File: config.mk
export PLATFORM = sky130hd
export DESIGN_NAME = lpmm_item_ram
export DESIGN_NICKNAME = d
export VERILOG_FILES = /design/src/rtl/lpmm_pkg.sv /design/src/rtl/lpmm_item_ram.sv
export SDC_FILE = /design/constraint.sdc
export NUM_CORES = 2
export LEC_CHECK = 0
export BUFFER_PORTS_ARGS = -buffer_cell sky130_fd_sc_hd__buf_2
export CORE_MARGIN = 4
export CORE_UTILIZATION = 48
export DETAILED_ROUTE_END_ITERATION = 7
export MAX_ROUTING_LAYER = met4
export SLEW_MARGIN = 0
export SYNTH_ARGS = -nofsm -noshare
export SYNTH_HDL_FRONTEND = slang
export SYNTH_SLANG_ARGS = --single-unit
export TNS_END_PERCENT = 1
File: constraint.sdc
create_clock -name clk -period 4.1 [get_ports clk]
set_input_delay 0.205 -clock clk [delete_from_list [all_inputs] [get_ports clk]]
set_output_delay 0.205 -clock clk [all_outputs]
set_load 0.02 [all_outputs]
File: src/rtl/lpmm_pkg.sv
package lpmm_pkg;

    // Default store depth; the top level hands its own value down.
    localparam int DEF_MAX_ITEMS = 64;

    // Fixed field widths.
    localparam int WEIGHT_W = 32;
    localparam int SUM_W    = 38;
    localparam int PC_W     = 7;

    // One loaded item.
    typedef struct packed {
        logic [WEIGHT_W-1:0] weight;
        logic                last_item;
    } item_t;

    // One emitted result.
    typedef struct packed {
        logic [WEIGHT_W-1:0] weight_out;
        logic                break_after;
        logic [SUM_W-1:0]    part_limit;
        logic                error;
        logic                last_result;
    } result_t;

    // Summary of one loaded sequence, handed from the front to the back.
    typedef struct packed {
        logic                error;
        logic [PC_W-1:0]     parts_count;
        logic [SUM_W-1:0]    total;
        logic [WEIGHT_W-1:0] largest;
    } job_t;

    // Sequencer states of the back end.
    typedef enum logic [3:0] {
        B_IDLE,
        B_ERROR,
        B_MID,
        B_SCAN,
        B_DECIDE,
        B_MARK,
        B_EMIT_START,
        B_EMIT,
        B_DONE
    } back_state_t;

endpackage

File: src/rtl/lpmm_item_ram.sv
module lpmm_item_ram #(
    parameter int ADDR_W = $clog2(lpmm_pkg::DEF_MAX_ITEMS) + 1
) (
    input  logic                          clk,
    input  logic                          we,
    input  logic [ADDR_W-1:0]             waddr,
    input  logic [lpmm_pkg::WEIGHT_W-1:0] wdata,
    input  logic                          re,
    input  logic [ADDR_W-1:0]             raddr,
    output logic [lpmm_pkg::WEIGHT_W-1:0] rdata
);
    import lpmm_pkg::*;

    localparam int DEPTH = 2 ** ADDR_W;

    logic [WEIGHT_W-1:0] mem [DEPTH];
    logic [WEIGHT_W-1:0] rdata_reg;

    // One write port, one registered read port.
    always_ff @(posedge clk)
    begin
        if (we)
        begin
            mem[waddr] <= wdata;
        end
        if (re)
        begin
            rdata_reg <= mem[raddr];
        end
    end

    assign rdata = rdata_reg;

endmodule

==> reports/results.ini <==
[timing]
hold_viol=0
rsz0062_at_grt=false
worst_pin_slew_ns=1.26
fin_crit_ns=3.15
setup_viol=0
tns_ns=0
max_freq_ghz=0.318
fin_crit_sh_pct=76.7
fin_ws_ns=0.954
slew_headroom_pct=15.8
final_max_slew_viol_count=0
finClkSkew_ns=0.0468

[worst_setup_path]
cpPeakStageDelay_ns=0.83
critical_path_required_ns=4.72
startpoint_type=primary input
r2r_slack_ns=1.28
cp_cell_sequence=dlygate4sd3_1 -> buf_2 -> nor2b_1 -> nand3_1 -> dlygate4sd3_1 -> buf_4 -> nor2_4 -> buf_4
cp_num_buf_inv=5
worst_ep_arrival_time_ns=3.77
cp_slowest_cell=nor2b_1
critPathTopFamily=buffers and inverters
cp-end-kind=register
criticalPathCategory=primary input to register
critPathMaxFanout=15

[placed_design]
placed_cells=10500
place_congestion=0.839
dp_slack_ns=0.432
placement.io_buffers=80
hpwlAfterDp_mm=237

[cts]
cts_tree=built
cts_buffer_depth=4
cts_sinks=4128
cts_hold_buffers=42
root_buffer=clkbuf_16
cts_setup_buffers=0
post_cts_resized=0
htreeDepth=5
clock_latency_ns=0.97
clkTransAtPathRegs_ns=0.06
cts_buffers=419

[outcome]
status=finished, final reports clean

[route]
routed_wl_mm=419
num_vias=71700
wl_per_cell_um=37.0
detail-route-antenna-nets=0
vias_per_cell=6.33
drt-pass1-iter-count=5
initialDrtViolationCount=10300
route.detailed.drc=0

[die]
io_pins=81
fp.dieH_um=579
initial_core_util_pct=48.3
die-area_um2=335000
die_w_um=579
core.rowCount=209
core-area_um2=325000

[global_route]
use_met2_pct=38.7
antenna_found_initial=58
grt_pass1_wl_mm=584
grt_usage_pct=25.9
grt_overflow_total=0
grt_pass1_vias=71900
grtUsageMet1_pct=37.4
grt.busiest_layer=met2
grt_util_met3_pct=4.70
grt_max_degree=90

[cells_and_area]
drive_above_1_share_pct=36.5
layout.nets=6641
largest_reg_flops=4096
final_core_util_pct=55.5
syn_to_final_growth_pct=14.9
finalNonFillerCells=11300

[yosys]
yosysTopAreaCellShare_pct=79.2
syn_area_um2=157000
synth_area_leader_cell=edfxtp_1
syn_nets=6039
seq_area_frac_synth_pct=79.2
synthCells=5990
synth_cell_types=16
ys_seq_elements=4128
synth_top_cells_by_area=edfxtp_1, mux4_2, clkbuf_1, nor2_1, buf_2
syn_area_per_cell_um2=26.1
yosysWarnings=0

[pwr]
ir_drop_v=0.000414
p_seq_share_pct=52.7
power_density_nw_per_um2=493
p_leak_uw=0.0552
p_int_uw=69900
swShare_pct=21.3
switchingPower_uw=18900
pwr-share-comb_pct=5.3
power.total_uw=88800
clkPwrFrac_pct=42.0

[worst_hold_path]
hold_path_class=primary input to register

[job]
maxCapViolCount=0

==> per-stage QoR <==
stage	hold slack (ns)	area (µm²)
4_1_cts	0.00320	180000
5_1_grt	0.0422	180000
2_1_floorplan	0.304	157000
6_report	0.0772	180000
3_3_place_gp	0.638	166000
3_5_place_dp	0.640	166000
==> power by group through the flow <==
stage	logic, µW	clock network, µW	registers [µW]
after floorplan	2250	0	47600
after global placement	4620	0	47700
after detailed placement	4680	0	47700
after CTS	4720	37900	46800
after global routing	4890	39800	46800
final	4690	37300	46800
==> cells by family (layout without fill, tap and decap cells) <==
family | count (synthesis) | after routing | synth area share [%]
buf+inv | 316 | 1259 | 0.837
flops | 4128 | 4128 | 79.2
mux | 1376 | 1376 | 19.6
other cells | 0 | 63 | 0
simple gates | 170 | 170 | 0.445
==> final timing paths <==
check | from | endpoint | cells after the start
worst max register to register | mem[85][24] | rdata[24] | 4
worst min-delay path | raddr[6] | rdata[20] | 3
worst min register to register | mem[108][30] | rdata[30] | 4
worst max-delay path | waddr[3] | mem[119][7] | 8
==> cell usage in the layout (no fill, tap or decap), drive strengths merged <==
| cell type | Yosys | final |
|---|---|---|
| inv | 0 | 12 |
| diode | 0 | 63 |
| mux4 | 1344 | 1344 |
| nand2 | 14 | 14 |
| nor3 | 9 | 9 |
| nand3 | 12 | 12 |
| nand2b | 2 | 2 |
| or3 | 1 | 1 |
| mux2 | 32 | 32 |
| clkinvlp | 0 | 8 |
| bufinv | 0 | 37 |
| edfxtp | 4128 | 4128 |
| nand4 | 3 | 3 |
| clkbuf | 182 | 520 |
| nor2b | 7 | 7 |
| buf | 134 | 454 |
| dlygate4sd3 | 0 | 43 |
| nor2 | 122 | 122 |
| clkinv | 0 | 185 |
==> synth_stat cells <==
| cell | number |
|---|---|
| mux4_2 | 1344 |
| buf_1 | 50 |
| edfxtp_1 | 4128 |
| clkbuf_1 | 182 |
| buf_6 | 2 |
| nor3_1 | 9 |
| buf_4 | 3 |
| nor2_1 | 122 |
| nand2b_1 | 2 |
| nand4_1 | 3 |
| nor2b_1 | 7 |
| nand2_1 | 14 |
| nand3_1 | 12 |
| buf_2 | 79 |
| mux2_2 | 32 |
| or3_1 | 1 |
==> routing by layer <==
layer | routed length (µm) | vias up
met1 | 170000 | 40000
met2 | 198000 | 3451
met4 | 12600 | 0
met5 | 0 | -
li1 | - | 27700
met3 | 38800 | 549
==> worst register-to-register path, stage by stage, from the launching register on <==
cell and delay, ns:
edfxtp_1 0.37, mux4_2 0.49, mux4_2 0.64, mux4_2 0.71
mux2_2 0.35
==> cell type report <==
type / instances / area (µm²)
Fill cell: 23500 / 145000
Sequential cell: 4128 / 124000
Multi-Input combinational cell: 1546 / 32300
Clock buffer: 520 / 11100
Tap cell: 4325 / 5410
Timing Repair Buffer: 497 / 4820
Clock inverter: 242 / 2270
Antenna cell: 63 / 158
(Power assumes the default switching activity.)
