### config.mk
export PLATFORM = sky130hd
export DESIGN_NAME = lpmm_job_fifo
export DESIGN_NICKNAME = d
export VERILOG_FILES = /design/src/rtl/lpmm_job_fifo.sv
export SDC_FILE = /design/constraint.sdc
export NUM_CORES = 1
export LEC_CHECK = 0
export BUFFER_PORTS_ARGS = -buffer_cell sky130_fd_sc_hd__buf_2
export CORE_ASPECT_RATIO = 0.7
export CORE_MARGIN = 2
export CORE_UTILIZATION = 25
export DETAILED_ROUTE_END_ITERATION = 7
export PLACE_DENSITY = 0.47
export SYNTH_ARGS = -nofsm -noshare
export SYNTH_HDL_FRONTEND = slang
export SYNTH_SLANG_ARGS = --single-unit
### constraint.sdc
create_clock -name clk -period 4.15 [get_ports clk]
set_clock_uncertainty 0.2 [all_clocks]
set_input_delay 0.83 -clock clk [delete_from_list [all_inputs] [get_ports clk]]
set_output_delay 0.83 -clock clk [all_outputs]
set_load 0.1 [all_outputs]
### src/rtl/lpmm_job_fifo.sv
module lpmm_job_fifo #(
    parameter int DATA_W = 8
) (
    input  logic              clk,
    input  logic              rst_n,
    input  logic              push,
    input  logic [DATA_W-1:0] push_data,
    input  logic              pop,
    output logic [DATA_W-1:0] head,
    output logic              full,
    output logic              empty
);

    logic [DATA_W-1:0] slot_reg [2];
    logic              wr_ptr_reg;
    logic              rd_ptr_reg;
    logic [1:0]        fill_reg;

    assign full  = (fill_reg == 2'd2);
    assign empty = (fill_reg == 2'd0);
    assign head  = slot_reg[rd_ptr_reg];

    // Pointers and fill level.
    always_ff @(posedge clk or negedge rst_n)
    begin
        if (!rst_n)
        begin
            wr_ptr_reg <= 1'b0;
            rd_ptr_reg <= 1'b0;
            fill_reg   <= 2'd0;
        end
        else
        begin
            if (push)
            begin
                wr_ptr_reg <= ~wr_ptr_reg;
            end
            if (pop)
            begin
                rd_ptr_reg <= ~rd_ptr_reg;
            end
            if (push && !pop)
            begin
                fill_reg <= fill_reg + 2'd1;
            end
            else if (pop && !push)
            begin
                fill_reg <= fill_reg - 2'd1;
            end
        end
    end

    // Entry storage.
    always_ff @(posedge clk)
    begin
        if (push)
        begin
            slot_reg[wr_ptr_reg] <= push_data;
        end
    end

    // A job is never pushed into a full queue nor popped from an empty one.
    a_no_overflow: assert property (@(posedge clk) disable iff (!rst_n) push |-> !full)
        else $error("job queue written while full");
    a_no_underflow: assert property (@(posedge clk) disable iff (!rst_n) pop |-> !empty)
        else $error("job queue read while empty");

endmodule

==> metrics.cfg, run 1 <==
[run_status]
status=finished, final reports clean

[logic_synthesis]
synth_top_cells_by_area=edfxtp_1 62%, dfrtp_1 13%, mux2_2 12%
synthArstFlopShare=0.200
synthCells=41
synth_warnings=0
avgSynthCellArea_um2=18.8
synth_top_area_share=0.623
synth_edf_count=16
synth_most_common_cell=edfxtp_1
ys_ff_latch=20
yosysSeqAreaShare=0.753
netlist_area_um2=771
syn-num-nets=54
yosysTopAreaCell=edfxtp_1
synth.distinct_cells=12
synth_ff_type=edfxtp_1
synthTopCellsByCount=16 x edfxtp_1, 8 x mux2_2, 4 x dfrtp_1, 4 x xor2_1, 2 x nor2_1

[timing]
period_share=0.613
rsz0062_at_grt=no
finalHoldViolCount=0
period_needed_ns=2.54
setup_viol=0
fmax_mhz=393
fin_setup_tns_ns=0
max_slew_margin=0.491
tightest_slew_ns=0.762
slew_viol_final=0

[drt]
avgRoutedWirePerCell_um=11.6
wl_met1_um=571
top_layer_used=met3
firstDrtPassIters=3
vias_per_cell=3.95
num_vias=399
drc=0
drtIter0Drc=12
routed_wl_mm=1.17
met2_wirelength_um=531
wl_met3_um=66
ant_nets=0

[clock_tree]
cts_setup_buffers=0
cts_max_path_buffers=2
clk_latency_ns=0.25
cts_resized=0
root_buffer=clkbuf_8
cts_hold_buf=0
cts_tree=yes
cts.sinks=20
clkSlewWorstSetupHoldPaths_ns=0.07
cts_made_buffers=3
cts_max_level=1

[critical_path]
arrival_ns=1.51
end_kind=primary output
cp_data_required_time_ns=3.12
cp-start-kind=register
crit_start=rd_ptr_reg$_DFFE_PN0P_
worstSetupPathType=register to primary output
r2r-start=wr_ptr_reg$_DFFE_PN0P_
worstPathMaxFanout=9

[final_layout]
nFillCells=284
largest_reg_flops=16
layout-drive-gt1-share=0.508
nets=79
fin_util=0.333
antenna_cells=0
syn2layout_area_growth_pct=23.9

[place]
dp_hpwl_um=867
gp_congestion=0.648
port_buffers=21

[global_routing]
grt_max_degree=12
grt_usage=0.0736
grt_pass1_wl_mm=1.95
grt_overflow=0
grt_pass1_vias=417
antenna_found_initial=0

[floorplanning]
core-area_um2=2860
die_h_um=50.5
fp.dieW_um=70.4
dieArea_um2=3550
rows=16
initial_core_util=0.269
ios=22

[worst_hold_path]
hp-class=input port to asynchronous set/reset pin

[run]
cap_violations=0

==> critical path, cell delays in order (launching register included) <==
cell and delay, ns:
dfrtp_1 0.58, mux2_2 0.39, buf_2 0.29
==> per-stage QoR <==
stage               cell area [µm²]  std cells  hold slack [ns]  worst slack (ns)
global route                    955        101            0.165              1.54
detailed placement              910         97            0.277              1.87
global placement                910         97            0.271              1.87
floorplan                       771         41            0.255              1.44
CTS                             955        101            0.166              1.58
finish                          955        101            0.173              1.61
==> logic make-up after synthesis <==
kind of cell             share of synthesized area
flip-flops                                   0.753
adder cells (fa/ha/maj)                     0.0162
buffers and inverters                       0.0195
multiplexers                                 0.117
AND/OR/NAND/NOR                             0.0374
XOR/XNOR                                    0.0568
==> final timing paths <==
| path | end | slack [ns] | depth (start not counted) |
|---|---|---|---|
| worst max-delay path | head[7] | 1.61 | 2 |
| worst min-delay path | wr_ptr_reg$_DFFE_PN0P_ | 0.17 | 1 |
| worst max register to register | slot_reg[0][6]$_DFFE_PP_ | 2.58 | 1 |
| worst min register to register | fill_reg[1]$_DFFE_PN0P_ | 0.28 | 1 |
| max in group asynchronous | rd_ptr_reg$_DFFE_PN0P_ | 3.46 | 1 |
| min in group clk | fill_reg[1]$_DFFE_PN0P_ | 0.28 | 1 |
==> per-layer routing <==
layer | GRT usage | vias to the layer above
met4 | 0 | 0
met1 | 0.0941 | 191
met2 | 0.118 | 12
met5 | 0 | -
met3 | 0.0402 | 0
li1 | - | 196
==> placed cells by master (no fill, tap or decap) <==
cell type	count
and2_1	1
and2b_2	1
buf_2	21
clkbuf_8	3
clkinv_1	1
dfrtp_1	4
edfxtp_1	16
ha_1	1
inv_1	1
mux2_2	8
nor2_1	2
nor2b_1	1
xnor2_1	1
xor2_1	4
==> layout make-up <==
class / count / area [µm²] / area share
Clock buffer: 3 / 41.3 / 0.0433
Clock inverter: 1 / 3.75 / 0.00393
Inverter: 1 / 3.75 / 0.00393
Multi-Input combinational cell: 19 / 175 / 0.183
Sequential cell: 20 / 581 / 0.608
Tap cell: 36 / 45.0 / 0.0472
Timing Repair Buffer: 21 / 105 / 0.110
Power of run 1 is left out: the tool's default activity adds up to more than one toggle a clock period on the data nets, which glitch-free logic cannot reach.
==> run 2: changes to the inputs <==
--- a/config.mk
+++ b/config.mk
@@ -5,12 +5,13 @@
 export SDC_FILE = /design/constraint.sdc
 export NUM_CORES = 1
 export LEC_CHECK = 0
+export ABC_AREA = 1
 export BUFFER_PORTS_ARGS = -buffer_cell sky130_fd_sc_hd__buf_2
 export CORE_ASPECT_RATIO = 0.7
 export CORE_MARGIN = 2
 export CORE_UTILIZATION = 25
 export DETAILED_ROUTE_END_ITERATION = 7
-export PLACE_DENSITY = 0.47
+export PLACE_DENSITY = 0.49
 export SYNTH_ARGS = -nofsm -noshare
 export SYNTH_HDL_FRONTEND = slang
 export SYNTH_SLANG_ARGS = --single-unit
==> constraint.sdc (replaced) <==
create_clock -name clk -period 2.1 [get_ports clk]
set_clock_uncertainty 0.2 [all_clocks]
set_input_delay 0.42 -clock clk [delete_from_list [all_inputs] [get_ports clk]]
set_output_delay 0.42 -clock clk [all_outputs]
set_load 0.1 [all_outputs]
==> metrics.cfg, run 2 <==
[timing]
period_needed_ns=1.93
fin_setup_tns_ns=0  ; unchanged
period_share=0.921
slew_viol_final=0  ; unchanged
rsz0062_at_grt=no  ; unchanged
finalHoldViolCount=0  ; unchanged
max_slew_margin=0.680  ; was 0.491
holdWs_ns=0.154  ; was 0.173 ns
tightest_slew_ns=0.484  ; was 0.762 ns
fmax_mhz=517
setup_viol=0  ; unchanged

[drt]
routed_wl_mm=1.28  ; was 1.17 mm
num_vias=440  ; was 399
drtIter0Drc=7  ; was 12
vias_per_cell=3.86  ; was 3.95
ant_nets=0  ; unchanged
drc=0  ; unchanged
avgRoutedWirePerCell_um=11.2  ; was 11.6 µm
firstDrtPassIters=4  ; was 3

[final_layout]
fin_cells=114  ; was 101
regArea_um2=582  ; was 581 µm²
multi_input_area_um2=200  ; was 175 µm²
largest_reg_flops=16  ; unchanged
final_common_cell=edfxtp_1  ; was buf_2
nets=90  ; was 79
nFillCells=306  ; was 284
mostFrequentLayoutCells=16 x edfxtp_1, 13 x buf_2, 8 x mux2_4, 8 x buf_12, 7 x inv_1  ; was 21 x buf_2, 16 x edfxtp_1, 8 x mux2_2, 4 x xor2_1, 4 x dfrtp_1
stdcell_area_um2=1170  ; was 955 µm²
layout-drive-gt1-share=0.461  ; was 0.508
syn2layout_area_growth_pct=43.0  ; was 23.9%
antenna_cells=0  ; unchanged

[global_routing]
grtUsageMet3=0.0310  ; was 0.0402
grt_usage=0.0794  ; was 0.0736
grt_busiest_layer=met2  ; unchanged
grt_pass1_wl_mm=2.10  ; was 1.95 mm
met2_usage=0.127  ; was 0.118
grt_pass1_vias=458  ; was 417
met1_usage=0.0911  ; was 0.0941
antenna_found_initial=0  ; unchanged
grt_max_degree=13  ; was 12
grt_overflow=0  ; unchanged

[logic_synthesis]
synth_edf_count=16  ; unchanged
syn-num-nets=63  ; was 54
synth_top_area_share=0.587  ; was 0.623
ys_ff_latch=20  ; unchanged
synthCells=50  ; was 41
synth_most_common_cell=edfxtp_1  ; unchanged
synth.distinct_cells=12  ; unchanged
synth_top_cells_by_area=edfxtp_1 59%, mux2_4 15%, dfrtp_1 12%  ; was edfxtp_1 62%, dfrtp_1 13%, mux2_2 12%
synthArstFlopShare=0.200  ; unchanged
synth_ff_type=edfxtp_1  ; unchanged
synth_warnings=0  ; unchanged
netlist_area_um2=818  ; was 771 µm²
synthTopCellsByCount=16 x edfxtp_1, 8 x mux2_4, 7 x inv_1  ; was 16 x edfxtp_1, 8 x mux2_2, 4 x dfrtp_1, 4 x xor2_1, 2 x nor2_1
yosysSeqAreaShare=0.709  ; was 0.753
yosysTopAreaCell=edfxtp_1  ; unchanged
avgSynthCellArea_um2=16.4  ; was 18.8 µm²

[clock_tree]
cts_made_buffers=3  ; unchanged
clk_latency_ns=0.25  ; about the same
clkSlewWorstSetupHoldPaths_ns=0.07  ; about the same
cts_max_level=1  ; unchanged
root_buffer=clkbuf_8  ; unchanged
cts_tree=yes  ; unchanged
cts.sinks=20  ; unchanged
cts_max_path_buffers=2  ; unchanged

[critical_path]
cp_data_required_time_ns=1.48  ; was 3.12 ns
rrSetupSlack_ns=0.68  ; was 2.58 ns
rr_worst_depth=2  ; was 1
r2r-start=wr_ptr_reg$_DFFE_PN0P_  ; unchanged
worstPathMaxFanout=9  ; unchanged
cp-endpoint=head[5]  ; was head[7]
r2r-end=slot_reg[0][3]$_DFFE_PP_  ; was slot_reg[0][6]$_DFFE_PP_
end_kind=primary output  ; unchanged
cp-start-kind=register  ; unchanged
arrival_ns=1.31  ; was 1.51 ns
worstSetupPathType=register to primary output  ; unchanged
crit_start=rd_ptr_reg$_DFFE_PN0P_  ; unchanged

[floorplanning]
dieArea_um2=3750  ; was 3550 µm²
initial_core_util=0.260  ; was 0.269
rows=17  ; was 16
core-area_um2=3150  ; was 2860 µm²
fp.dieW_um=72.4  ; was 70.4 µm
ios=22  ; unchanged
die_h_um=51.9  ; was 50.5 µm

[place]
gp_congestion=0.597  ; was 0.648
dp_hpwl_um=992  ; was 867 µm
place_inst=109  ; was 97
placed_area_um2=1090  ; was 910 µm²
port_buffers=21  ; unchanged

[run_status]
status=finished, final reports clean  ; unchanged

[run]
cap_violations=0  ; unchanged

[worst_hold_path]
hp-class=input port to register  ; was input port to asynchronous set/reset pin

[run 2: changes by cell type after synthesis]
cell     before  now
xor2_1        4    2
nand3_1       0    1
nand2_1       0    5
mux2_4        0    8
mux2_2        8    0
inv_1         1    7
nor2b_1       1    0
nor2_1        2    3
and2_1        1    0
and2b_2       1    0
nand4_1       0    1
[run 2: layout make-up]
type	count	area share
Clock buffer	3	0.0353
Clock inverter	1	0.0257
Inverter	7	0.0225
Multi-Input combinational cell	22	0.171
Sequential cell	20	0.497
Tap cell	38	0.0406
Timing Repair Buffer	23	0.207
[run 2: repair_timing]
action                                  in CTS  in global routing
hold buffers                                 1                  0
resized for setup                            1                  0
hold endpoints to repair                     4                  0
endpoints found under the setup margin       5                  0
setup buffers                                0                  0
[run 2: how the worst min path moves through the flow]
stage	start	endpoint	slack, ns	cells after the start
after floorplan	rst_n	fill_reg[0]$_DFFE_PN0P_	-0.08	0
after global placement	rst_n	fill_reg[1]$_DFFE_PN0P_	0.03	1
after detailed placement	rst_n	fill_reg[0]$_DFFE_PN0P_	0.03	1
after CTS	push_data[4]	slot_reg[0][4]$_DFFE_PP_	0.15	1
after global routing	push_data[4]	slot_reg[0][4]$_DFFE_PP_	0.14	1
final	push_data[7]	slot_reg[1][7]$_DFFE_PP_	0.15	1
[run 2: kinds of logic (layout without fill, tap and decap cells)]
family	after synthesis	count (layout)	share of synthesized area
fa+ha+maj	1	1	0.0153
buf+inv	8	34	0.0459
xor+xnor	3	3	0.0321
simple gates	10	10	0.0505
flops	20	20	0.709
mux	8	8	0.147
[run 2: metal layers]
layer  up-vias  share of wire
met5         -              0
li1        223              -
met3         2          0.052
met1       200           0.48
met4         0          0.021
met2        15           0.45
[run 2: critical path: stages (launching register included)]
cell     delay (ns)
dfrtp_2        0.54
mux2_4         0.35
buf_12         0.17
[run 2: through the flow]
stage,setup WS [ns],utilization
finish,0.167,0.372
detailed placement,0.280,0.345
global route,0.102,0.372
global placement,0.284,0.345
floorplan,-0.202,-
CTS,0.149,0.372
Power of run 2 is left out for the same reason.
