<file path="config.mk">
export PLATFORM = sky130hd
export DESIGN_NAME = lpmm_front
export DESIGN_NICKNAME = d
export VERILOG_FILES = /design/src/rtl/lpmm_pkg.sv /design/src/rtl/lpmm_front.sv
export SDC_FILE = /design/constraint.sdc
export NUM_CORES = 1
export LEC_CHECK = 0
export ABC_CLOCK_PERIOD_IN_PS = 2800
export BUFFER_PORTS_ARGS = -buffer_cell sky130_fd_sc_hd__buf_2
export CAP_MARGIN = 0
export CORE_AREA = 4 4 174 176
export CTS_CLUSTER_SIZE = 40
export DETAILED_ROUTE_END_ITERATION = 10
export DIE_AREA = 0 0 178 180
export MAX_ROUTING_LAYER = met4
export SYNTH_ARGS = -nofsm -noshare
export SYNTH_HDL_FRONTEND = slang
export SYNTH_SLANG_ARGS = --single-unit
</file>
<file path="constraint.sdc">
create_clock -name clk -period 2.8 [get_ports clk]
set_input_delay 0.28 -clock clk [delete_from_list [all_inputs] [get_ports clk]]
set_output_delay 0.28 -clock clk [all_outputs]
set_load 0.03 [all_outputs]
</file>
<file path="src/rtl/lpmm_pkg.sv">
package lpmm_pkg;

    // Default store depth; the top level hands its own value down.
    localparam int DEF_MAX_ITEMS = 64;

    // Fixed field widths.
    localparam int WEIGHT_W = 32;
    localparam int SUM_W    = 38;
    localparam int PC_W     = 7;

    // One loaded item.
    typedef struct packed {
        logic [WEIGHT_W-1:0] weight;
        logic                last_item;
    } item_t;

    // One emitted result.
    typedef struct packed {
        logic [WEIGHT_W-1:0] weight_out;
        logic                break_after;
        logic [SUM_W-1:0]    part_limit;
        logic                error;
        logic                last_result;
    } result_t;

    // Summary of one loaded sequence, handed from the front to the back.
    typedef struct packed {
        logic                error;
        logic [PC_W-1:0]     parts_count;
        logic [SUM_W-1:0]    total;
        logic [WEIGHT_W-1:0] largest;
    } job_t;

    // Sequencer states of the back end.
    typedef enum logic [3:0] {
        B_IDLE,
        B_ERROR,
        B_MID,
        B_SCAN,
        B_DECIDE,
        B_MARK,
        B_EMIT_START,
        B_EMIT,
        B_DONE
    } back_state_t;

endpackage

</file>
<file path="src/rtl/lpmm_front.sv">
module lpmm_front #(
    parameter int MAX_ITEMS = lpmm_pkg::DEF_MAX_ITEMS
) (
    input  logic                                clk,
    input  logic                                rst_n,
    input  logic                                start,
    output logic                                busy,
    input  lpmm_pkg::item_t                     item,
    input  logic                                cfg_we,
    input  logic [lpmm_pkg::PC_W-1:0]           cfg_wdata,
    input  logic                                queue_full,
    output logic                                push,
    output lpmm_pkg::job_t                      job,
    output logic [$clog2(MAX_ITEMS+1)-1:0]      job_count,
    output logic                                ram_we,
    output logic [$clog2(MAX_ITEMS):0]          ram_waddr,
    output logic [lpmm_pkg::WEIGHT_W-1:0]       ram_wdata
);
    import lpmm_pkg::*;

    localparam int CNT_W = $clog2(MAX_ITEMS + 1);
    localparam int IDX_W = $clog2(MAX_ITEMS);
    localparam int CMP_W = (CNT_W > PC_W) ? CNT_W : PC_W;

    logic [PC_W-1:0]     pc_reg;
    logic [CNT_W-1:0]    count_reg, count_next, upd_count;
    logic [SUM_W-1:0]    sum_reg, sum_next, upd_sum;
    logic                over_reg, over_next, upd_over;
    logic [WEIGHT_W-1:0] largest_reg, largest_next, upd_largest;
    logic                bank_reg, bank_next;
    logic [SUM_W:0]      sum_wide;
    logic                accept;
    logic                has_room;

    // The front stalls only when both store banks hold pending sequences.
    assign busy     = queue_full;
    assign accept   = start && !busy;
    assign has_room = (count_reg < CNT_W'(MAX_ITEMS));

    // Running statistics including the item on the input.
    always_comb
    begin
        sum_wide    = {1'b0, sum_reg} + (SUM_W + 1)'(item.weight);
        upd_count   = count_reg;
        upd_sum     = sum_reg;
        upd_over    = over_reg;
        upd_largest = largest_reg;
        if (has_room)
        begin
            upd_count = count_reg + CNT_W'(1);
            upd_sum   = sum_wide[SUM_W-1:0];
            upd_over  = over_reg | sum_wide[SUM_W];
            if (item.weight > largest_reg)
            begin
                upd_largest = item.weight;
            end
        end
    end

    // Register updates; the final item closes the sequence and swaps banks.
    always_comb
    begin
        count_next   = count_reg;
        sum_next     = sum_reg;
        over_next    = over_reg;
        largest_next = largest_reg;
        bank_next    = bank_reg;
        if (accept)
        begin
            if (item.last_item)
            begin
                count_next   = '0;
                sum_next     = '0;
                over_next    = 1'b0;
                largest_next = '0;
                bank_next    = ~bank_reg;
            end
            else
            begin
                count_next   = upd_count;
                sum_next     = upd_sum;
                over_next    = upd_over;
                largest_next = upd_largest;
            end
        end
    end

    // Job summary pushed with the final item.
    always_comb
    begin
        job.error       = (pc_reg == '0) || (CMP_W'(pc_reg) > CMP_W'(upd_count)) || upd_over;
        job.parts_count = pc_reg;
        job.total       = upd_sum;
        job.largest     = upd_largest;
    end

    assign job_count = upd_count;
    assign push      = accept && item.last_item;
    assign ram_we    = accept && has_room;
    assign ram_waddr = {bank_reg, count_reg[IDX_W-1:0]};
    assign ram_wdata = item.weight;

    always_ff @(posedge clk or negedge rst_n)
    begin
        if (!rst_n)
        begin
            pc_reg      <= PC_W'(1);
            count_reg   <= '0;
            sum_reg     <= '0;
            over_reg    <= 1'b0;
            largest_reg <= '0;
            bank_reg    <= 1'b0;
        end
        else
        begin
            if (cfg_we)
            begin
                pc_reg <= cfg_wdata;
            end
            count_reg   <= count_next;
            sum_reg     <= sum_next;
            over_reg    <= over_next;
            largest_reg <= largest_next;
            bank_reg    <= bank_next;
        end
    end

endmodule

</file>
==> metrics.csv, run 1 <==
metric,value,unit
status,"finished, violations left",
violations,negative setup slack,
final_common_cell,buf_4,
track_usage,17.1,%
hold_ws,0.135,ns
slowest_stage,dfrtp_1,
ys_seq_area_share,30.4,%
die_w,178,µm
ys_ff_latch,86,
clkLatencyLatePin,0.35,ns
start_kind,register,
fin_tns_setup,-32.13,ns
min_to,pc_reg[0]$_DFFE_PN1P_,
die_area,32000,µm²
cp.depth,11,
synth_edf_count,0,
grt_pass1_wl,42.1,mm
synth_nets,915,
start_util,24.7,%
synthArstFlopShare,100,%
largest_reg_flops,38,
synth.avg_cell_area,8.87,µm²
slew_headroom,36.3,%
max_cap_violations,0,
critPathMaxStageDelay,0.41,ns
cts_tree,built,
dp_slack,-0.449,ns
cp_max_fo,4,
synth_cell_types,59,
syn_inst,797,
drt-vias-per-instance,4.79,
skew,0.0135,ns
critPathBufInv,1,
yosys.area.top_type,dfrtp_1,
cts.clk_slew.worst_paths,0.07,ns
drive_above_1_share,52.6,%
worstHoldStart,cfg_wdata[0],
yosys_warnings,0,
final-setup-viol-count,98,
vias,7328,
grt_pass1_vias,7480,
drt-initial-drc-count,303,
timing.rr.end,sum_reg[34]$_DFFE_PN0P_,
fin_ws,-0.658,ns
fin_total_pwr,11.7,mW
fmax,0.289,GHz
r2r_slack,-0.32,ns
irDropWorstVdd,0.000604,V
coreArea,28600,µm²
crit_type,reg -> out,
clock_path_buffers,2,
end_kind,primary output,
hold_viol_final,0,
power_density,980,nW/µm²
cts_inserted_buffers,9,
grt_max_degree,62,
wirelength,27.6,mm
hold_path_depth,3,
multi_input_area,5370,µm²
port-buffer-count,171,
cts_sinks,86,
worstRegToRegCells,12,
num_rows,62,
crit_path_cell_trace,ha_4 -> a21o_1 -> or3_4 -> o211a_4 -> a211o_1 -> a21oi_2 -> o21ai_4 -> a221o_1 -> and2_4 -> xnor2_4 -> buf_6,
grt_overflow,0,
final_nets,1260,
postRouteAntennaNets,0,
dr.pass1.iters,4,
r2r-start,sum_reg[7]$_DFFE_PN0P_,
period_share,123,%
stdcell_area,11900,µm²
grt_setup_unrepaired,true,
synth_area,7070,µm²
wl_per_cell,18.0,µm
fin_crit,3.46,ns
dpl_cell_area,9680,µm²
hold_path_class,in -> reg,
synth_top_area_share,30.1,%
ios,172,
antenna_found_initial,0,
gp_congestion,0.859,
regArea,2150,µm²
antenna_cells,0,
synth.area.top_cells,"dfrtp_1, ha_1, mux2_2, a22o_1, o21ai_0",
tightest_slew,0.952,ns
root_buffer,clkbuf_16,
power.leakage,5.72,nW
dpl.hpwl,19.3,mm
report.final.slew_viol_count,0,
crit_required,2.52,ns
fillers,2688,
cp.arrival,3.18,ns
crit_family,compound AO/OA/AOI/OAI gates,
htreeDepth,3,
syn_to_final_growth,68.4,%
final_cell_mix,"buf_4, buf_2, dfrtp_1, nand2_1, buf_6",
synth_top_flop_cell,dfrtp_1,
drc_errors,0,
fp.dieH,180,µm
-- tightest hold or removal path, stage by stage --
cell     delay, ns
buf_2         0.07
nand2_1       0.04
o21ai_0       0.06
-- where the power goes --
group	switching, mW	total (mW)	leakage [nW]	internal, mW
Combinational	4.48	8.59	4.47	4.11
Clock	0.558	1.26	0.144	0.698
Sequential	0.278	1.83	1.11	1.55
Total	5.32	11.7	5.72	6.36
-- cell usage after synthesis, drive strengths merged (4+ instances only) --
| cell type | n |
|---|---|
| or3 | 5 |
| inv | 54 |
| a21o | 35 |
| and3 | 5 |
| ha | 72 |
| xnor2 | 25 |
| a211o | 4 |
| o21a | 6 |
| a31oi | 4 |
| o21ai | 67 |
| nand4 | 19 |
| nand3 | 8 |
| nand2 | 85 |
| nor2b | 9 |
| a22o | 47 |
| o31ai | 7 |
| nor3 | 8 |
| nor2 | 22 |
| dfrtp | 85 |
| o221ai | 7 |
| o311ai | 4 |
| a21oi | 40 |
| clkbuf | 30 |
| nand2b | 8 |
| buf | 46 |
| mux2 | 38 |
| o21bai | 4 |
| a211oi | 4 |
| xor2 | 16 |
-- through the flow --
step           cells  util [%]
2_1_floorplan    797         -
3_3_place_gp    1465      33.8
3_5_place_dp    1465      33.8
4_1_cts         1513      39.6
5_1_grt         1531      41.6
6_report        1531      41.6
-- per-layer routing --
metal	global-route usage (%)	wire, µm
met2	27.9	13600
met5	-	0
met4	4.24	541
met3	3.45	1470
met1	21.8	12000
-- worst max-delay path by stage --
stage | from | to | slack [ns]
2_1_floorplan | sum_reg[7]$_DFFE_PN0P_ | job[66] | -0.18
4_1_cts | sum_reg[7]$_DFFE_PN0P_ | job[66] | -0.70
6_report | sum_reg[7]$_DFFE_PN0P_ | job[66] | -0.66
3_3_place_gp | item[8] | job[64] | -0.41
3_5_place_dp | item[2] | job[67] | -0.45
5_1_grt | sum_reg[0]$_DFFE_PN0P_ | job[66] | -0.76
-- repair_timing --
item                                    CTS  global route
gates resized for setup                 224            99
hold buffers                              1             0
gates cloned                              9             0
hold endpoints to repair                 35             0
pin swaps                                63            50
endpoints found under the setup margin  105           107
setup buffers                            23            24
-- kinds of logic (layout without fill, tap and decap cells) --
kind of cell               Yosys count  count (layout)  share of synthesized area [%]
AOI/OAI and AO/OA                  250             250                           24.4
DFF                                 86              86                           30.4
xor gates and xnor gates            41              41                           5.08
and+or+nand+nor                    176             176                           11.6
muxes                               40              40                           6.33
adders and majority gates           73              73                           13.0
buffers and inverters              131             481                           9.08
-- area by class of cell --
class / instances / area share [%]
clock inverter: 5 / 0.515
timing repair buffer: 410 / 28.5
clock buffer: 11 / 1.95
tap: 384 / 4.03
multi-input combinational: 580 / 45.1
inverter: 55 / 1.73
sequential: 86 / 18.1
(Power assumes the default switching activity.)
==> run 2, diff against run 1 <==
--- a/config.mk
+++ b/config.mk
@@ -12,6 +12,7 @@
 export CTS_CLUSTER_SIZE = 40
 export DETAILED_ROUTE_END_ITERATION = 10
 export DIE_AREA = 0 0 178 180
+export GPL_TIMING_DRIVEN = 0
 export MAX_ROUTING_LAYER = met4
 export SYNTH_ARGS = -nofsm -noshare
 export SYNTH_HDL_FRONTEND = slang
==> metrics.csv, run 2 (same netlist as run 1, synthesis figures left out) <==
metric,value,unit
status,"finished, violations left",
violations,negative setup slack,
cts_inserted_buffers,9,
drt-initial-drc-count,500,
antenna_found_initial,0,
hold_ws,0.149,ns
grt_overflow,0,
multi_input_area,5460,µm²
hold_path_class,in -> reg,
drt-vias-per-instance,4.84,
crit_type,reg -> out,
syn_to_final_growth,54.9,%
final_common_cell,buf_2,
tightest_slew,0.842,ns
grt_pass1_vias,6880,
max_cap_violations,0,
grt_setup_unrepaired,true,
fin_ws,-0.848,ns
slowest_stage,dfrtp_1,
vias,6937,
port-buffer-count,169,
cp.arrival,3.37,ns
start_kind,register,
cp_common_cell,buf_6,
wl_per_cell,17.9,µm
root_buffer,clkbuf_16,
r2r-start,sum_reg[0]$_DFFE_PN0P_,
final-setup-viol-count,71,
fillers,2843,
final_nets,1163,
power.leakage,5.09,nW
num_rows,62,
startpoint,sum_reg[0]$_DFFE_PN0P_,
clkLatencyLatePin,0.35,ns
antenna_cells,0,
dr.pass1.iters,5,
wirelength,25.7,mm
cts_sinks,86,
dp_slack,-0.987,ns
slew_headroom,43.9,%
end_kind,primary output,
crit_path_cell_trace,ha_2 -> inv_2 -> fa_2 -> nor2b_2 -> o31a_1 -> o211a_1 -> a211o_4 -> a21oi_4 -> o21ai_4 -> buf_6 -> a221oi_4 -> buf_6 -> nor2_4 -> xnor2_4 -> buf_6,
regArea,2160,µm²
skew,0.00865,ns
crit_required,2.52,ns
irDropWorstVdd,0.000631,V
cp_max_fo,4,
postRouteAntennaNets,0,
drive_above_1_share,47.4,%
dp_cells,1351,
die_w,178,µm
fp.dieH,180,µm
clock_path_buffers,2,
hold_viol_final,0,
report.final.slew_viol_count,0,
final_cells,1434,
start_util,24.7,%
fin_total_pwr,11.0,mW
fin_crit,3.65,ns
gp_congestion,0.875,
coreArea,28600,µm²
grt_pass1_wl,38.6,mm
cts_tree,built,
ios,172,
critPathMaxStageDelay,0.39,ns
final_cell_mix,"buf_2, buf_4, dfrtp_1, nand2_1, buf_6",
fin_tns_setup,-27.85,ns
dpl.hpwl,18.2,mm
die_area,32000,µm²
htreeDepth,3,
worstHoldStart,cfg_wdata[0],
track_usage,15.6,%
power_density,1000,nW/µm²
fmax,0.274,GHz
cts.clk_slew.worst_paths,0.07,ns
grt_max_degree,53,
drc_errors,0,
largest_reg_flops,38,
period_share,130,%
run 2: final timing paths:
path,endpoint,slack (ns),depth (start not counted)
max,job[64],-0.85,15
max reg2reg,sum_reg[32]$_DFFE_PN0P_,-0.45,16
max in group asynchronous,pc_reg[0]$_DFFE_PN1P_,1.65,3
min in group asynchronous,largest_reg[25]$_DFFE_PN0P_,0.44,2
min,pc_reg[0]$_DFFE_PN1P_,0.15,3
min reg2reg,bank_reg$_DFFE_PN0P_,0.49,1
run 2: power breakdown:
part           internal [mW]  total, mW  switching, mW
Clock                  0.627       1.21          0.588
Sequential              1.55       1.87          0.319
Combinational           3.61       7.92           4.31
run 2: through the flow:
| stage | instance area [µm²] | util, % |
|---|---|---|
| 2_1_floorplan | 7260 | - |
| 3_5_place_dp | 8620 | 30.1 |
| 4_1_cts | 10200 | 35.7 |
| 3_3_place_gp | 8590 | 30.0 |
| 6_report | 11000 | 38.3 |
| 5_1_grt | 11000 | 38.3 |
run 2: critical path, delay by kind of cell (launching register included):
family	cells	cell delay, ns
xor+xnor	1	0.18
flops	1	0.39
buf+inv	4	0.51
compound gates	6	1.42
simple gates	2	0.11
fa+ha+maj	2	0.39
run 2: final cells by class:
cell class	instances	share of cell area (%)
buffer	67	4.04
clock buffer	9	2.06
clock inverter	7	0.605
inverter	55	1.88
multi-input combinational	581	49.8
sequential	86	19.7
tap	384	4.39
timing repair buffer	245	17.6
run 2: routing by layer:
layer | routed length, µm | vias to the layer above | GRT usage (%)
met4 | 476 | 0 | 4.27
li1 | - | 3357 | -
met5 | 0 | - | -
met1 | 11900 | 3371 | 21.0
met2 | 12200 | 184 | 24.5
met3 | 1130 | 25 | 2.29
run 2: what timing repair did:
item | in CTS | in global routing
pin swaps | 56 | 47
cloned | 2 | 2
gates resized for setup | 223 | 135
endpoints found under the setup margin | 104 | 105
hold buffers | 1 | 0
buffers inserted | 47 | 27
endpoints found under the hold margin | 34 | 0
