--- src/rtl/lpmm_pkg.sv ---
package lpmm_pkg;

    // Default store depth; the top level hands its own value down.
    localparam int DEF_MAX_ITEMS = 64;

    // Fixed field widths.
    localparam int WEIGHT_W = 32;
    localparam int SUM_W    = 38;
    localparam int PC_W     = 7;

    // One loaded item.
    typedef struct packed {
        logic [WEIGHT_W-1:0] weight;
        logic                last_item;
    } item_t;

    // One emitted result.
    typedef struct packed {
        logic [WEIGHT_W-1:0] weight_out;
        logic                break_after;
        logic [SUM_W-1:0]    part_limit;
        logic                error;
        logic                last_result;
    } result_t;

    // Summary of one loaded sequence, handed from the front to the back.
    typedef struct packed {
        logic                error;
        logic [PC_W-1:0]     parts_count;
        logic [SUM_W-1:0]    total;
        logic [WEIGHT_W-1:0] largest;
    } job_t;

    // Sequencer states of the back end.
    typedef enum logic [3:0] {
        B_IDLE,
        B_ERROR,
        B_MID,
        B_SCAN,
        B_DECIDE,
        B_MARK,
        B_EMIT_START,
        B_EMIT,
        B_DONE
    } back_state_t;

endpackage

--- src/rtl/lpmm_back.sv ---
module lpmm_back #(
    parameter int MAX_ITEMS = lpmm_pkg::DEF_MAX_ITEMS
) (
    input  logic                                clk,
    input  logic                                rst_n,
    input  logic                                job_valid,
    input  lpmm_pkg::job_t                      job,
    input  logic [$clog2(MAX_ITEMS+1)-1:0]      job_count,
    output logic                                pop,
    output logic                                ram_re,
    output logic [$clog2(MAX_ITEMS):0]          ram_raddr,
    input  logic [lpmm_pkg::WEIGHT_W-1:0]       ram_rdata,
    output logic                                result_valid,
    output lpmm_pkg::result_t                   result
);
    import lpmm_pkg::*;

    localparam int CNT_W = $clog2(MAX_ITEMS + 1);
    localparam int IDX_W = $clog2(MAX_ITEMS);
    localparam int CMP_W = (CNT_W > PC_W) ? CNT_W : PC_W;

    back_state_t      state_reg, state_next;
    logic [SUM_W-1:0] low_reg, high_reg, best_reg, mid_reg, run_reg;
    logic [CNT_W-1:0] parts_reg;
    logic [IDX_W-1:0] iss_idx_reg, rd_idx_reg;
    logic             issuing_reg, rd_valid_reg, bank_reg;
    logic [PC_W-1:0]  need_reg;
    logic             flag_mem [MAX_ITEMS];
    logic             flag_rd_reg;
    result_t          result_reg;
    logic             result_valid_reg;

    logic             load_search, start_scan, start_emit, emit_error;
    logic             scan_phase, emit_phase, mark_phase;
    logic             scan_end, emit_end, fits, low_le_high, over_lim, fin, add_brk;
    logic             iss_last;
    logic [SUM_W:0]   mid_sum, run_sum;
    logic [SUM_W-1:0] limit;
    logic [CNT_W-1:0] count_m1;
    logic [IDX_W-1:0] last_idx;

    // Shared datapath terms.
    assign count_m1    = job_count - CNT_W'(1);
    assign last_idx    = count_m1[IDX_W-1:0];
    assign mid_sum     = {1'b0, low_reg} + {1'b0, high_reg};
    assign low_le_high = (low_reg <= high_reg);
    assign fits        = (CMP_W'(parts_reg) <= CMP_W'(job.parts_count));
    assign limit       = (state_reg == B_MARK) ? best_reg : mid_reg;
    assign run_sum     = {1'b0, run_reg} + (SUM_W + 1)'(ram_rdata);
    assign over_lim    = (run_sum > {1'b0, limit});
    assign fin         = (rd_idx_reg == last_idx);
    assign add_brk     = !flag_rd_reg && (need_reg != '0) && !fin;

    // Next state.
    always_comb
    begin
        state_next = state_reg;
        case (state_reg)
            B_IDLE:
            begin
                if (job_valid)
                begin
                    state_next = job.error ? B_ERROR : B_MID;
                end
            end
            B_ERROR:      state_next = B_DONE;
            B_MID:        state_next = low_le_high ? B_SCAN : B_MARK;
            B_SCAN:
            begin
                if (scan_end)
                begin
                    state_next = B_DECIDE;
                end
            end
            B_DECIDE:     state_next = (fits && (mid_reg == '0)) ? B_MARK : B_MID;
            B_MARK:
            begin
                if (scan_end)
                begin
                    state_next = B_EMIT_START;
                end
            end
            B_EMIT_START: state_next = B_EMIT;
            B_EMIT:
            begin
                if (emit_end)
                begin
                    state_next = B_DONE;
                end
            end
            B_DONE:       state_next = B_IDLE;
            default:      state_next = B_IDLE;
        endcase
    end

    // Control decoded from the state.
    always_comb
    begin
        scan_phase  = (state_reg == B_SCAN) || (state_reg == B_MARK);
        mark_phase  = (state_reg == B_MARK);
        emit_phase  = (state_reg == B_EMIT);
        load_search = (state_reg == B_IDLE) && job_valid && !job.error;
        start_scan  = (state_reg == B_MID)
                      || ((state_reg == B_DECIDE) && fits && (mid_reg == '0));
        start_emit  = (state_reg == B_EMIT_START);
        emit_error  = (state_reg == B_ERROR);
        pop         = (state_reg == B_DONE);
        scan_end    = scan_phase && rd_valid_reg && (rd_idx_reg == '0);
        emit_end    = emit_phase && rd_valid_reg && fin;
        iss_last    = emit_phase ? (iss_idx_reg == last_idx) : (iss_idx_reg == '0);
    end

    assign ram_re    = issuing_reg;
    assign ram_raddr = {bank_reg, iss_idx_reg};

    // Control registers.
    always_ff @(posedge clk or negedge rst_n)
    begin
        if (!rst_n)
        begin
            state_reg        <= B_IDLE;
            issuing_reg      <= 1'b0;
            rd_valid_reg     <= 1'b0;
            bank_reg         <= 1'b0;
            result_valid_reg <= 1'b0;
        end
        else
        begin
            state_reg <= state_next;
            if (start_scan || start_emit)
            begin
                issuing_reg <= 1'b1;
            end
            else if (issuing_reg && iss_last)
            begin
                issuing_reg <= 1'b0;
            end
            rd_valid_reg <= issuing_reg;
            if (pop)
            begin
                bank_reg <= ~bank_reg;
            end
            result_valid_reg <= emit_error || (emit_phase && rd_valid_reg);
        end
    end

    // Search, scan and emit datapath.
    always_ff @(posedge clk)
    begin
        rd_idx_reg <= iss_idx_reg;
        if (start_scan)
        begin
            iss_idx_reg <= last_idx;
        end
        else if (start_emit)
        begin
            iss_idx_reg <= '0;
        end
        else if (issuing_reg)
        begin
            iss_idx_reg <= emit_phase ? (iss_idx_reg + IDX_W'(1)) : (iss_idx_reg - IDX_W'(1));
        end

        if (load_search)
        begin
            low_reg  <= SUM_W'(job.largest);
            high_reg <= job.total;
            best_reg <= job.total;
        end
        if (state_reg == B_MID)
        begin
            mid_reg <= mid_sum[SUM_W:1];
        end
        if (state_reg == B_DECIDE)
        begin
            if (fits)
            begin
                best_reg <= mid_reg;
                high_reg <= mid_reg - SUM_W'(1);
            end
            else
            begin
                low_reg <= mid_reg + SUM_W'(1);
            end
        end

        // Greedy split from the right end.
        if (start_scan)
        begin
            run_reg   <= '0;
            parts_reg <= CNT_W'(1);
        end
        else if (scan_phase && rd_valid_reg)
        begin
            if (over_lim)
            begin
                parts_reg <= parts_reg + CNT_W'(1);
                run_reg   <= SUM_W'(ram_rdata);
            end
            else
            begin
                run_reg <= run_sum[SUM_W-1:0];
            end
        end
        if (mark_phase && rd_valid_reg)
        begin
            flag_mem[rd_idx_reg] <= over_lim;
        end

        // Emission with extra breaks placed after the leftmost free items.
        if (start_emit)
        begin
            need_reg <= job.parts_count - PC_W'(parts_reg);
        end
        else if (emit_phase && rd_valid_reg && add_brk)
        begin
            need_reg <= need_reg - PC_W'(1);
        end
        if (emit_phase && issuing_reg)
        begin
            flag_rd_reg <= flag_mem[iss_idx_reg];
        end
        if (emit_error)
        begin
            result_reg.weight_out  <= '0;
            result_reg.break_after <= 1'b0;
            result_reg.part_limit  <= '0;
            result_reg.error       <= 1'b1;
            result_reg.last_result <= 1'b1;
        end
        else if (emit_phase && rd_valid_reg)
        begin
            result_reg.weight_out  <= ram_rdata;
            result_reg.break_after <= !fin && (flag_rd_reg || add_brk);
            result_reg.part_limit  <= best_reg;
            result_reg.error       <= 1'b0;
            result_reg.last_result <= fin;
        end
    end

    assign result_valid = result_valid_reg;
    assign result       = result_reg;

    // Read data only returns while a scan or the emission is running.
    a_read_in_scan: assert property (@(posedge clk) disable iff (!rst_n)
        rd_valid_reg |-> (state_reg == B_SCAN || state_reg == B_MARK || state_reg == B_EMIT))
        else $error("read data returned outside a scan");
    // All extra breaks are placed before the final item goes out.
    a_need_spent: assert property (@(posedge clk) disable iff (!rst_n)
        (emit_phase && rd_valid_reg && fin) |-> (need_reg == '0))
        else $error("extra breaks left over at the end of a run");
    // The final result of a run is shown while the job is retired.
    a_last_retires: assert property (@(posedge clk) disable iff (!rst_n)
        (result_valid_reg && result_reg.last_result) |-> (state_reg == B_DONE))
        else $error("final result not aligned with job retirement");

endmodule

--- config.mk ---
export PLATFORM = sky130hd
export DESIGN_NAME = lpmm_back
export DESIGN_NICKNAME = d
export VERILOG_FILES = /design/src/rtl/lpmm_pkg.sv /design/src/rtl/lpmm_back.sv
export SDC_FILE = /design/constraint.sdc
export NUM_CORES = 1
export LEC_CHECK = 0
export BUFFER_PORTS_ARGS = -buffer_cell sky130_fd_sc_hd__buf_2
export CAP_MARGIN = 25
export CELL_PAD_IN_SITES_DETAIL_PLACEMENT = 0
export CELL_PAD_IN_SITES_GLOBAL_PLACEMENT = 1
export CORE_ASPECT_RATIO = 0.6
export CORE_UTILIZATION = 50
export CTS_CLUSTER_SIZE = 10
export DETAILED_ROUTE_END_ITERATION = 8
export HOLD_SLACK_MARGIN = 0.03
export PLACE_DENSITY_LB_ADDON = 0.1
export SKIP_LAST_GASP = 1
export SYNTH_ARGS = -nofsm -noshare
export SYNTH_HDL_FRONTEND = slang
export SYNTH_SLANG_ARGS = --single-unit
--- constraint.sdc ---
create_clock -name clk -period 13.9 [get_ports clk]
set_input_delay 4.17 -clock clk [delete_from_list [all_inputs] [get_ports clk]]
set_output_delay 4.17 -clock clk [all_outputs]
set_load 0.005 [all_outputs]
==> results.txt <==
----------------------------------------------------
[GRT]
  Global route overflow ... 0
  Pin count of the biggest net entering global routing ... 96
  GRT Total Usage ... 28.4%
  Number of global-route vias before repair ... 17,600
  Number of antenna violations at the first check in global routing ... 1
  Wire length of the first global-routing pass ... 99,900 um

[Finish]
  Final nets ... 2,947
  Layout overhead on the synthesized area ... 11.4%
  Final core area utilization ... 56.7%
  Number of flip-flops in the largest register ... 73
  Multi-input gate area ... 12,700 um^2
  Most frequent standard cell in the layout excluding fill and tap cells ... sky130_fd_sc_hd__nand2_1
  Fraction of final layout cells with drive strength greater than 1 ... 12.2%
  Most frequent cells in the layout ... 305 x sky130_fd_sc_hd__nand2_1, 296 x sky130_fd_sc_hd__nor2_1, 282 x sky130_fd_sc_hd__a21oi_1, 238 x sky130_fd_sc_hd__dfxtp_1, 201 x sky130_fd_sc_hd__buf_2
  Fill count ... 3,947
  Non-filler cells, final ... 3,267
  Area taken by flip-flops and latches ... 8450 um^2

[Floorplanning]
  Number of top-level design ports ... 203
  Core ar. ... 43,500 um^2
  Effective utilization at floorplan ... 50.9%
  Floorplan die width ... 274 um
  Site Rows ... 59
  Chip height ... 165 um
  Total die area ... 45,100 um^2

[STA]
  Share of the cycle needed by the critical path after routing ... 71.8%
  Fin. Hold Viols ... 0
  Time the final worst path needs with I/O delays and setup ... 9.98 ns
  Worst Setup Slack, final ... 3.92 ns
  Measured slew at the worst slew-check pin ... 1.03 ns
  Max-slew violation total from the final report ... 0
  Setup TNS ... 0 ns
  Unrepaired setup endpoints after global routing ... no
  Relative max-transition margin ... 31.6%
  Final setup vio count ... 0
  Highest Clock Rate ... 100 MHz
  Minimum hold slack ... 0.447 ns
  Final setup skew ... 0.0213 ns

[Power]
  Proportion of power drawn by the clock network ... 16.8%
  Sequential power share ... 33.3%
  Power density normalized to cell area ... 248 nW/um^2
  Static Leak ... 9.92 nW
  Internal power ... 3.44 mW
  Comb pwr share ... 49.9%
  Switching power as a share of total power ... 43.7%
  Net load switching power ... 2.67 mW
  Maximum resistive drop on vdd ... 0.000144 V

[Synth]
  Summed instance area of the synthesized netlist ... 22,100 um^2
  Flip-flop and latch count after synthesis ... 362
  Number of synthesized flops with an enable pin ... 116
  Synth warnings ... 0
  Most instantiated flip-flop cell in the synthesis netlist ... sky130_fd_sc_hd__dfxtp_1
  Number of nets in the synthesized netlist ... 2,836
  Register area share after synthesis ... 38.2%
  Synth unique cells ... 71
  Async set or reset register ratio after synthesis ... 2.21%
  Synthesized instance count ... 2,549
  Mapped Avg Cell Area ... 8.68 um^2

[Route]
  Violation count after the first detailed-route iteration ... 1,554
  Post-DRT Antenna Nets ... 0
  Total wire length after detailed routing ... 64,200 um
  Average detailed-routed wire length per instance ... 19.7 um
  Avg Vias per Cell ... 5.72
  Length of the first detailed-routing pass in iterations ... 5
  Via count ... 18,700
  Post-route DRC ... 0

[Placed design]
  Number of buffers added on ports ... 201
  GP Congestion ... 0.897
  Number of cells in the design after placement ... 3,195
  Worst setup timing slack at the placement stage ... 3.45 ns
  Dpl hpwl ... 47,300 um

[Clock tree]
  TritonCTS clock tree ... built
  Clock tree sinks ... 362
  Clock root buffer ... sky130_fd_sc_hd__clkbuf_16
  Clock slew at the register clock pins of the worst setup and hold paths ... 0.06 ns
  TritonCTS Buffers ... 42
  Number of setup buffers added after CTS ... 0
  Count of hold-fix buffers inserted at cts ... 0
  Number of instances resized during post-cts repair ... 0
  Worst-case clock buffer depth ... 3
  Later-pin clock latency in the skew report ... 0.57 ns
  Htree depth ... 2

[Job]
  Max_cap viols ... 0

[Critical path]
  Critical path class ... input pin to flop
  Setup crit end kind ... flop
  Critical Path Start Type ... input pin
  WP data required ... 14.33 ns
  Arrival time reported for the critical path endpoint ... 10.41 ns
  Largest fanout on the critical path ... 95
  Library cell contributing the largest single delay on the critical path ... sky130_fd_sc_hd__buf_4
  Largest stage delay on the critical path ... 0.74 ns

[Hold path]
  Worst min-delay path class ... flop to flop

[Status]
  Run status ... finished, final reports clean

----------------------------------------------------
==> synth_stat cells (all sizes together), types with 37 or more instances <==
cell type    n  area, um^2
a211oi      37         328
a21oi      284        1430
clkbuf     123         462
dfxtp      238        4760
edfxtp     116        3480
ha         163        2040
inv        104         390
mux2i      103        1030
nand2      306        1150
nand3       51         255
nor2       297        1110
nor3        41         205
o21ai       99         495
xnor2      110         963
xor2        65         569
==> through the flow <==
step | power (mW) | instance area, um^2
floorplan | 4.22 | 22100
global placement | 4.96 | 23400
detailed placement | 5.06 | 23400
CTS | 6.10 | 24700
global route | 6.58 | 24700
finish | 6.11 | 24700
==> power groups by stage <==
stage	registers, mW	clock network, mW	logic (mW)
floorplan	1.80	0	2.42
global placement	2.03	0	2.93
detailed placement	2.05	0	3.01
CTS	2.03	1.05	3.03
global route	2.09	1.09	3.40
finish	2.03	1.03	3.05
==> per-layer routing <==
layer  global-route usage [%]  vias to the layer above  routed length [um]
li1                         -                     9116                   -
met1                     41.7                     8932               31300
met5                        0                        -                   0
met4                     8.51                        0                1740
met2                     42.6                      535               27100
met3                     4.42                      101                4130
==> worst max-delay path: cells and delay by family <==
| family | cells | cell delay, ns |
|---|---|---|
| compound gates | 8 | 1.93 |
| xor+xnor | 2 | 0.42 |
| fa+ha+maj | 3 | 0.93 |
| buf+inv | 4 | 1.05 |
| simple gates | 8 | 1.80 |
==> cells by family after synthesis <==
| family | after synthesis | synth area share, % |
|---|---|---|
| simple gates | 889 | 18.2 |
| compound gates | 574 | 15.7 |
| flops | 362 | 38.2 |
| buf+inv | 257 | 4.55 |
| xor+xnor | 175 | 6.93 |
| fa+ha+maj | 167 | 9.58 |
| mux | 125 | 6.85 |
==> area by class of cell <==
type | count | share of cell area (%)
Antenna cell | 1 | 0.0102
Tap cell | 579 | 2.94
Inverter | 104 | 1.58
Multi-Input combinational cell | 1930 | 51.6
Clock inverter | 3 | 0.254
Timing Repair Buffer | 220 | 4.66
Sequential cell | 362 | 34.3
Clock buffer | 68 | 4.70
==> final timing paths <==
path | startpoint | endpoint | slack, ns | depth (start not counted)
max | ram_rdata[0] | parts_reg[6]$_SDFFE_PN0P_ | 3.92 | 25
min | result[1]$_SDFFE_PP1P_ | result[1]$_SDFFE_PP1P_ | 0.45 | 1
max reg2reg | run_reg[0]$_SDFFE_PN0P_ | parts_reg[6]$_SDFFE_PN0P_ | 7.39 | 24
min reg2reg | result[1]$_SDFFE_PP1P_ | result[1]$_SDFFE_PP1P_ | 0.45 | 1
max in group asynchronous | rst_n | state_reg[0]$_DFFE_PN0P_ | 10.26 | 1
min in group asynchronous | rst_n | ram_re$_DFFE_PN0P_ | 3.44 | 1
No activity file was read; power rests on OpenSTA's default activity.
